$ cat config.mk
export PLATFORM = sky130hd
export DESIGN_NAME = rlt_ctrl
export DESIGN_NICKNAME = d
export VERILOG_FILES = /design/src/rtl/core/rlt_pkg.sv /design/src/rtl/core/rlt_ctrl.sv
export SDC_FILE = /design/constraint.sdc
export NUM_CORES = 1
export LEC_CHECK = 0
export BUFFER_PORTS_ARGS = -buffer_cell sky130_fd_sc_hd__buf_2
export CELL_PAD_IN_SITES_DETAIL_PLACEMENT = 1
export CELL_PAD_IN_SITES_GLOBAL_PLACEMENT = 2
export CORE_MARGIN = 2
export CORE_UTILIZATION = 30
export DETAILED_ROUTE_END_ITERATION = 16
export HOLD_SLACK_MARGIN = 0.03
export PLACE_DENSITY = 0.74
export SYNTH_ARGS = -nofsm -noshare
export SYNTH_HDL_FRONTEND = slang
export SYNTH_SLANG_ARGS = --single-unit
$ cat constraint.sdc
create_clock -name clock -period 2.15 [get_ports clock]
set_input_delay 0.43 -clock clock [delete_from_list [all_inputs] [get_ports clock]]
set_output_delay 0.43 -clock clock [all_outputs]
set_load 0.05 [all_outputs]
$ cat src/rtl/core/rlt_pkg.sv
// ----------------------------------------------------------------------------
// rlt_pkg
// Shared types and codes of the raster line tracer: channel payloads,
// register indexes, probe directions and the controller/datapath link.
// ----------------------------------------------------------------------------
`default_nettype none

package rlt_pkg;

   localparam int COORD_W     = 9;
   localparam int TGT_W       = COORD_W + 1;
   localparam int CSR_INDEX_W = 2;
   localparam int CSR_DATA_W  = 32;

   localparam logic ACT_LOAD  = 1'b0;
   localparam logic ACT_FETCH = 1'b1;

   localparam logic [CSR_INDEX_W-1:0] CSR_IMAGE_WIDTH  = 2'd0;
   localparam logic [CSR_INDEX_W-1:0] CSR_IMAGE_HEIGHT = 2'd1;
   localparam logic [CSR_INDEX_W-1:0] CSR_LIT_COLOR    = 2'd2;

   localparam logic [COORD_W-1:0]    DIM_RESET       = 9'd256;
   localparam logic [CSR_DATA_W-1:0] LIT_COLOR_RESET = 32'hFFFF_FFFF;

   typedef struct packed {
      logic        action;
      logic [31:0] pixel_rgba;
      logic [7:0]  pixel_col;
      logic [7:0]  pixel_row;
   } req_data_type;

   typedef struct packed {
      logic [7:0] point_col;
      logic [7:0] point_row;
      logic       line_end;
      logic       done_res;
   } rsp_data_type;

   typedef enum logic [3:0] {
      DIR_CENTER,
      DIR_UP_LEFT,
      DIR_UP,
      DIR_UP_RIGHT,
      DIR_LEFT,
      DIR_RIGHT,
      DIR_DOWN_RIGHT,
      DIR_DOWN,
      DIR_DOWN_LEFT
   } probe_dir_type;

   typedef struct packed {
      logic          load_wr;
      logic          restart;
      logic          scan_next_row;
      logic          scan_take;
      logic          base_trace;
      logic          mark_start;
      logic          take_move;
      logic          probe;
      probe_dir_type dir;
      logic          emit;
      logic          emit_last;
      logic          emit_done;
      logic          emit_adv;
   } cmd_type;

   typedef struct packed {
      logic lit;
      logic near_border;
      logic scan_row_end;
      logic scan_col_end;
   } sts_type;

endpackage

`default_nettype wire

$ cat src/rtl/core/rlt_ctrl.sv
// ----------------------------------------------------------------------------
// rlt_ctrl
// Controller: item handshake, scan and trace sequencing over single map
// probes, and the result valid flag.
// ----------------------------------------------------------------------------
`default_nettype none

module rlt_ctrl (
   input  wire logic             clock,
   input  wire logic             reset,
   input  wire logic             req_valid,
   input  wire logic             req_action,
   output logic                  req_stall,
   output logic                  rsp_valid,
   input  wire logic             rsp_stall,
   output rlt_pkg::cmd_type      cmd,
   input  wire rlt_pkg::sts_type sts
);

   localparam logic [2:0] StartLast = 3'd4;
   localparam logic [1:0] MoveLast  = 2'd3;

   typedef enum logic [2:0] {
      ST_IDLE,
      ST_DISPATCH,
      ST_SCAN,
      ST_START_REQ,
      ST_START_CHK,
      ST_MOVE_REQ,
      ST_MOVE_CHK,
      ST_EMIT
   } state_type;

   typedef enum logic [1:0] {
      PURP_START,
      PURP_FIRST,
      PURP_AHEAD
   } purpose_type;

   state_type   state_ff, state_in;
   purpose_type purpose_ff, purpose_in;
   logic        tracing_ff, tracing_in;
   logic        finished_ff, finished_in;
   logic [2:0]  pidx_ff, pidx_in;
   logic [1:0]  midx_ff, midx_in;
   logic        emit_last_ff, emit_last_in;
   logic        emit_done_ff, emit_done_in;
   logic        emit_adv_ff, emit_adv_in;
   logic        rsp_valid_ff, rsp_valid_in;
   logic        out_free;

   function automatic rlt_pkg::probe_dir_type start_dir(input logic [2:0] idx);
      rlt_pkg::probe_dir_type d;
      case (idx)
         3'd0:    d = rlt_pkg::DIR_CENTER;
         3'd1:    d = rlt_pkg::DIR_UP_LEFT;
         3'd2:    d = rlt_pkg::DIR_UP;
         3'd3:    d = rlt_pkg::DIR_UP_RIGHT;
         default: d = rlt_pkg::DIR_LEFT;
      endcase
      return d;
   endfunction

   function automatic rlt_pkg::probe_dir_type move_dir(input logic [1:0] idx);
      rlt_pkg::probe_dir_type d;
      case (idx)
         2'd0:    d = rlt_pkg::DIR_RIGHT;
         2'd1:    d = rlt_pkg::DIR_DOWN_RIGHT;
         2'd2:    d = rlt_pkg::DIR_DOWN;
         default: d = rlt_pkg::DIR_DOWN_LEFT;
      endcase
      return d;
   endfunction

   assign req_stall = (state_ff != ST_IDLE);
   assign out_free  = !rsp_valid_ff || !rsp_stall;
   assign rsp_valid = rsp_valid_ff;

   always_comb begin
      state_in     = state_ff;
      purpose_in   = purpose_ff;
      tracing_in   = tracing_ff;
      finished_in  = finished_ff;
      pidx_in      = pidx_ff;
      midx_in      = midx_ff;
      emit_last_in = emit_last_ff;
      emit_done_in = emit_done_ff;
      emit_adv_in  = emit_adv_ff;
      rsp_valid_in = rsp_valid_ff && rsp_stall;
      cmd          = '0;
      cmd.dir      = rlt_pkg::DIR_CENTER;

      case (state_ff)
         ST_IDLE: begin
            if (req_valid) begin
               if (req_action == rlt_pkg::ACT_FETCH) begin
                  state_in = ST_DISPATCH;
               end else begin
                  cmd.load_wr = 1'b1;
                  cmd.restart = 1'b1;
                  tracing_in  = 1'b0;
                  finished_in = 1'b0;
               end
            end
         end
         ST_DISPATCH: begin
            if (tracing_ff) begin
               cmd.base_trace = 1'b1;
               midx_in        = '0;
               purpose_in     = PURP_FIRST;
               state_in       = ST_MOVE_REQ;
            end else if (finished_ff) begin
               emit_done_in = 1'b1;
               emit_last_in = 1'b0;
               emit_adv_in  = 1'b0;
               state_in     = ST_EMIT;
            end else begin
               state_in = ST_SCAN;
            end
         end
         ST_SCAN: begin
            if (sts.scan_row_end) begin
               finished_in  = 1'b1;
               emit_done_in = 1'b1;
               emit_last_in = 1'b0;
               emit_adv_in  = 1'b0;
               state_in     = ST_EMIT;
            end else if (sts.scan_col_end) begin
               cmd.scan_next_row = 1'b1;
            end else begin
               cmd.scan_take = 1'b1;
               pidx_in       = '0;
               state_in      = ST_START_REQ;
            end
         end
         ST_START_REQ: begin
            cmd.probe = 1'b1;
            cmd.dir   = start_dir(pidx_ff);
            state_in  = ST_START_CHK;
         end
         ST_START_CHK: begin
            // center must be lit, the four earlier neighbors unlit
            if (sts.lit != (pidx_ff == '0)) begin
               state_in = ST_SCAN;
            end else if (pidx_ff == StartLast) begin
               midx_in    = '0;
               purpose_in = PURP_START;
               state_in   = ST_MOVE_REQ;
            end else begin
               pidx_in  = pidx_ff + 3'd1;
               state_in = ST_START_REQ;
            end
         end
         ST_MOVE_REQ: begin
            cmd.probe = 1'b1;
            cmd.dir   = move_dir(midx_ff);
            state_in  = ST_MOVE_CHK;
         end
         ST_MOVE_CHK: begin
            if (sts.lit) begin
               if (purpose_ff == PURP_AHEAD) begin
                  emit_done_in = 1'b0;
                  emit_last_in = 1'b0;
                  emit_adv_in  = 1'b1;
                  state_in     = ST_EMIT;
               end else begin
                  cmd.take_move  = 1'b1;
                  cmd.mark_start = (purpose_ff == PURP_START);
                  tracing_in     = 1'b1;
                  if (sts.near_border) begin
                     tracing_in   = 1'b0;
                     emit_done_in = 1'b0;
                     emit_last_in = 1'b1;
                     emit_adv_in  = 1'b0;
                     state_in     = ST_EMIT;
                  end else begin
                     midx_in    = '0;
                     purpose_in = PURP_AHEAD;
                     state_in   = ST_MOVE_REQ;
                  end
               end
            end else if (midx_ff == MoveLast) begin
               if (purpose_ff == PURP_AHEAD) begin
                  tracing_in   = 1'b0;
                  emit_done_in = 1'b0;
                  emit_last_in = 1'b1;
                  emit_adv_in  = 1'b0;
                  state_in     = ST_EMIT;
               end else begin
                  tracing_in = 1'b0;
                  state_in   = ST_SCAN;
               end
            end else begin
               midx_in  = midx_ff + 2'd1;
               state_in = ST_MOVE_REQ;
            end
         end
         ST_EMIT: begin
            if (out_free) begin
               cmd.emit      = 1'b1;
               cmd.emit_last = emit_last_ff;
               cmd.emit_done = emit_done_ff;
               cmd.emit_adv  = emit_adv_ff;
               rsp_valid_in  = 1'b1;
               state_in      = ST_IDLE;
            end
         end
         default: begin
            state_in = ST_IDLE;
         end
      endcase
   end

   always_ff @(posedge clock) begin
      if (reset) begin
         state_ff     <= ST_IDLE;
         purpose_ff   <= PURP_START;
         tracing_ff   <= 1'b0;
         finished_ff  <= 1'b0;
         pidx_ff      <= '0;
         midx_ff      <= '0;
         emit_last_ff <= 1'b0;
         emit_done_ff <= 1'b0;
         emit_adv_ff  <= 1'b0;
         rsp_valid_ff <= 1'b0;
      end else begin
         state_ff     <= state_in;
         purpose_ff   <= purpose_in;
         tracing_ff   <= tracing_in;
         finished_ff  <= finished_in;
         pidx_ff      <= pidx_in;
         midx_ff      <= midx_in;
         emit_last_ff <= emit_last_in;
         emit_done_ff <= emit_done_in;
         emit_adv_ff  <= emit_adv_in;
         rsp_valid_ff <= rsp_valid_in;
      end
   end

   a_move_chk_after_req: assert property (@(posedge clock) disable iff (reset)
      (state_ff == ST_MOVE_CHK) |-> ($past(state_ff) == ST_MOVE_REQ))
      else $error("move check without a probe issued");

   a_finished_not_tracing: assert property (@(posedge clock) disable iff (reset)
      finished_ff |-> !tracing_ff)
      else $error("scan finished while a line is open");

   a_load_restarts: assert property (@(posedge clock) disable iff (reset)
      (state_ff == ST_IDLE && req_valid && req_action == rlt_pkg::ACT_LOAD)
      |=> (!tracing_ff && !finished_ff))
      else $error("load did not restart tracing");

   a_done_not_tracing: assert property (@(posedge clock) disable iff (reset)
      (cmd.emit && emit_done_ff) |-> !tracing_ff)
      else $error("done item sent while tracing");

endmodule

`default_nettype wire
After elaboration in Yosys (flattened, before gate mapping):

Index checks and enable logic that the tools add are counted.

* $add $sub $neg: 2
* eq/ne operators: 39
* multiplexer cells: 81
* reduce and logical (&&, ||, !) cells: 21

Operator list (count)
* $mux 3: 16
* $mux 2: 21
* $ne 2x2->1 const B: 16
* $mux 1: 30
* $pmux 3 s8: 1
* $ne 3x3->1 const B: 7
* $reduce_and 7->1: 3
* $eq 3x3->1 const B: 5
* $eq 3x2->1 const B: 4
* $pmux 2 s3: 2
* $pmux 3 s4: 1
* $pmux 4 s3: 1
* $pmux 5 s2: 1
* $reduce_and 5->1: 2
* $pmux 1 s3: 3
* $reduce_bool 3->1: 3
* $mux 4: 2
* $reduce_and 4->1: 2
* $eq 2x2->1 const B: 3
* $eq 3x1->1 const B: 2
* $logic_not 3->1: 2
* $pmux 3 s2: 1
* $reduce_bool 2->1: 3
* $logic_not 2->1: 2
* 8 further kinds: 10

* register bits: 16
* input bits: 9
* output and inout port bits: 18
* logic and storage cells: 153

Logic depth before layout (Yosys ltp):

* word-level depth: 5
* mapped depth: 6
* gate-level depth less buffers: 6

Worst setup path before layout:

OpenSTA, ideal clock, no wires.

* path kind: register to output
* start: reg state_ff[0]
* end: out cmd[0] (netlist name)
* data arrival time: 2244 ps
* required time: 1720 ps
* setup slack: -524 ps
* cell stages (with the launch flop): 6
* buffers on the path: 2
* cells stage by stage: dfxtp_1 buf_2 clkbuf_1 nand3_1 a21oi_1 and2_1

RTL lines
* from (decl): RTL line rlt_ctrl.sv:40 `state_type state_ff, state_in;`
* from (signal assigned): RTL line rlt_ctrl.sv:227 `state_ff <= state_in;`
* to (decl): RTL line rlt_ctrl.sv:16 `output rlt_pkg::cmd_type cmd,`

==> out/qor_table.md <==
| Group | Result | This run |
| --- | --- | --- |
| power | Share of total power in the clock network | 27.6% |
| floorplan | Die W | 67.8 µm |
| grt | Remaining Overflow, GRT | 0 |
| floorplan | Starting utilization of the core area | 30.9% |
| layout | N_diodes | 0 |
| critical path | Cell Chain, Critical Path | buf_4 -> or3_4 -> nor2_4 -> buf_2 |
| layout | Filler cell count in the final layout | 478 |
| flow run | Max_cap viols | 0 |
| power | Proportion of total power due to net switching | 38.2% |
| floorplan | Floorplan core area | 3940 µm² |
| layout | Relative area change from synthesis to final layout | 23.5% |
| detailed routing | Pre-antenna DRT Iters | 4 |
| detailed routing | Routed length per instance | 15.2 µm |
| sta | Post-route minimum period | 2.06 ns |
| logic synthesis | Distinct cell type count of the synthesized netlist | 50 |
| place | Placer Congestion | 0.876 |
| sta | Final clock period utilization by the worst path | 95.8% |
| logic synthesis | Most instantiated flip-flop cell in the synthesis netlist | dfxtp_1 |
| critical path | Buffers and inverters on the worst path | 2 |
| sta | Final-layout setup total negative slack | 0 ns |
| logic synthesis | Share of async-settable or async-resettable flops after synthesis | 0% |
| layout | Fraction of final layout cells sized beyond drive strength 1 | 28.5% |
| grt | Wire length of the first global-routing pass | 5690 µm |
| clocking | Number of H-tree levels | 1 |
| grt | GR met3 Demand/Resource | 3.17% |
| power | Pleak | 0.000610 µW |
| run status | Run status | finished, final reports clean |
| grt | Met1 Track Usage GR | 20.9% |
| detailed routing | Post-route DRC violation count | 0 |
| min path | Min-Delay Path Depth | 2 |
| logic synthesis | Mapped Nets | 172 |
| critical path | Worst path top cell family by delay | simple AND/OR/NAND/NOR gates |
| critical path | Maximum net fanout on the critical path | 14 |
| grt | Pin count of the biggest net entering global routing | 15 |
| min path | Hold Path Class | register to register |
| clocking | Total CTS buffers | 3 |
| critical path | Setup slack, reg-to-reg | 0.33 ns |
| floorplan | Height of the die | 67.8 µm |
| critical path | Arr. time, crit path | 1.63 ns |
| sta | Final Max Slew Viols | 0 |
| clocking | Number of buffers on the longest clock path | 2 |
| power | P per Cell Area | 659 nW/µm² |
| logic synthesis | Synth Warn # | 0 |
| layout | Number of nets in the finished design | 197 |
| grt | Vias in the first global route | 1218 |
| sta | Actual transition at the worst max-transition pin | 0.478 ns |
| sta | Highest clock rate | 486 MHz |
| layout | Commonest cells after routing, fill and taps aside | buf_2, dfxtp_1, a21oi_1 |
| min path | Destination of the worst hold path | emit_done_ff |
| power | Share of total power in combinational logic | 37.3% |
| critical path | Critical-path cell with the highest stage delay | dfxtp_1 |
| sta | Worst Skew | 0.00552 ns |
| floorplan | Die ar. | 4590 µm² |
| sta | Rel. slew slack | 68.0% |
| sta | Worst setup margin | 0.0913 ns |
| critical path | Critical Path Sink Type | output pin |
| grt | Met2 track demand over resource in global routing | 28.4% |
| logic synthesis | Sequential area share after synthesis | 26.3% |
| detailed routing | DRT iter0 DRCs | 43 |
| clocking | Sinks on Clock Net | 16 |
| power | Largest voltage drop on the vdd net | 0.259 mV |
| power | Switching power summed over all nets | 379 µW |
| sta | Number of endpoints with negative hold slack in the final report | 0 |
| detailed routing | Number of routed nets with antenna violations | 0 |
| layout | Area of combinational cells with multiple inputs | 865 µm² |
| layout | Total area of sequential cells | 324 µm² |
| detailed routing | Routed vias/inst | 5.36 |
| grt | Most used routing layer | met2 |
| critical path | WP data required | 1.72 ns |
| critical path | Reg2reg end | midx_ff[1] |
| clocking | Worst-Skew Late Latency | 0.25 ns |
| grt | Total Routing Usage GR | 16.5% |
| clocking | Cell chosen for the clock root | clkbuf_8 |
| critical path | Path type of the worst setup path | register to output pin |
| critical path | Startpoint types | register |
| layout | Most common cell after layout, fill and taps aside | buf_2 |
| logic synthesis | Number of storage elements in the synthesis netlist | 16 |
| clocking | Clock transition at path regs | 0.07 ns |
| critical path | Number of cell instances on the worst register-to-register path | 5 |
| min path | Worst hold path startpoint | emit_done_ff |
| logic synthesis | Post-synthesis area per instance | 7.87 µm² |
| critical path | Largest stage delay on the critical path | 0.38 ns |
| place | Number of buffers inserted by port buffering | 26 |
| logic synthesis | Post-synth design cell area | 1220 µm² |
| clocking | TritonCTS clock tree | yes |
| floorplan | Number of placement rows | 23 |
| logic synthesis | Cells after Synth | 155 |
| power | Internal power of the cells | 614 µW |
| grt | Antenna violations before repair | 0 |
| place | DPL Wire Length | 2810 µm |
| detailed routing | Routed Wire Length | 3490 µm |
| sta | Final setup vio count | 0 |
| logic synthesis | EDFF count, synth | 0 |
| detailed routing | Count of vias placed by the detailed router | 1228 |
| power | Sequential group share of total power | 35.1% |
| critical path | Worst flop-to-flop path startpoint | midx_ff[0] |
| place | Pre-CTS setup slack | 0.153 ns |
| floorplan | IO Pins | 27 |
-- cell type report --
class | instances | area share (%)
multi-input cells | 120 | 57.4
flip-flops and latches | 16 | 21.5
repair buffers | 30 | 11.0
well taps | 50 | 4.15
clock buffers | 4 | 3.65
inverters | 9 | 2.24
-- per-stage QoR --
step | cell area [µm²] | instances | utilization, % | hold slack (ns) | total power [µW]
after floorplan | 1250 | 155 | - | 0.425 | 637
after CTS | 1480 | 229 | 37.5 | 0.461 | 994
after global placement | 1410 | 224 | 35.6 | 0.437 | 713
after global routing | 1510 | 229 | 38.2 | 0.488 | 1050
final | 1510 | 229 | 38.2 | 0.458 | 993
after detailed placement | 1410 | 224 | 35.6 | 0.451 | 717
-- repair_timing --
item	4_1_cts	5_1_grt
hold buffers	0	0
endpoints found under the setup margin	1	4
pin swaps	2	2
setup buffers	1	0
gates resized for setup	5	6
-- state kept, by name (all words and copies together) (netlist names) --
signal and count:
purpose_ff 2, tracing_ff 1, emit_last_ff 1, finished_ff 1
midx_ff 2, rsp_valid 1, emit_done_ff 1, pidx_ff 3
emit_adv_ff 1, state_ff 3
-- synth_stat cells, types with 2 or more instances --
cell	number	share of area [%]
nand2b_1	4	2.1
or3b_1	2	1.4
o21ai_1	2	0.82
nor2b_1	7	3.6
or3_1	2	1.0
o21ai_0	8	3.3
inv_1	9	2.8
nand3_1	3	1.2
buf_2	4	1.6
and2_1	5	2.6
a21boi_0	3	1.8
clkbuf_1	3	0.92
a21oi_1	13	5.3
nor2_1	10	3.1
a31oi_1	2	1.0
buf_6	2	1.8
ha_1	8	8.2
and3b_1	2	1.4
a211oi_1	2	1.2
o2bb2ai_1	2	1.4
dfxtp_1	16	26
nand3b_1	2	1.2
nand2_1	9	2.8
nor3_1	9	3.7
-- routing by layer --
metal  wire [µm]  vias to the layer above
met1        1540                      592
met5           0                        -
li1            -                      600
met2        1730                       30
met4          44                        0
met3         174                        6
-- worst min-delay path: cells and delay by family, from the launching register on --
family / cells / cell delay, ns
compound gates: 1 / 0.05
flops: 1 / 0.31
simple gates: 1 / 0.05
-- power by group through the flow --
| stage | clock network (µW) | logic (µW) | registers, µW |
|---|---|---|---|
| 4_1_cts | 281 | 368 | 346 |
| 3_5_place_dp | 0 | 363 | 353 |
| 3_3_place_gp | 0 | 361 | 352 |
| 2_1_floorplan | 0 | 310 | 327 |
| 5_1_grt | 292 | 404 | 351 |
| 6_report | 274 | 370 | 348 |
-- worst max-delay path by stage --
| stage | start | end | slack, ns | cells past startpoint |
|---|---|---|---|---|
| floorplan | state_ff[0] | cmd[0] | -0.03 | 5 |
| global placement | pidx_ff[0] | cmd[6] | 0.19 | 7 |
| detailed placement | pidx_ff[0] | cmd[6] | 0.15 | 7 |
| CTS | pidx_ff[0] | cmd[6] | 0.01 | 7 |
| global route | pidx_ff[0] | cmd[5] | -0.01 | 6 |
| finish | state_ff[1] | cmd[14] | 0.09 | 4 |
-- kinds of logic after synthesis --
group / after synthesis / share of synthesized area, %
mux: 1 / 0.821
fa+ha+maj: 8 / 8.21
buf+inv: 19 / 7.79
xor+xnor: 1 / 0.718
flops: 16 / 26.3
compound gates: 44 / 24.5
simple gates: 66 / 31.7
No activity file was read; power rests on OpenSTA's default activity.
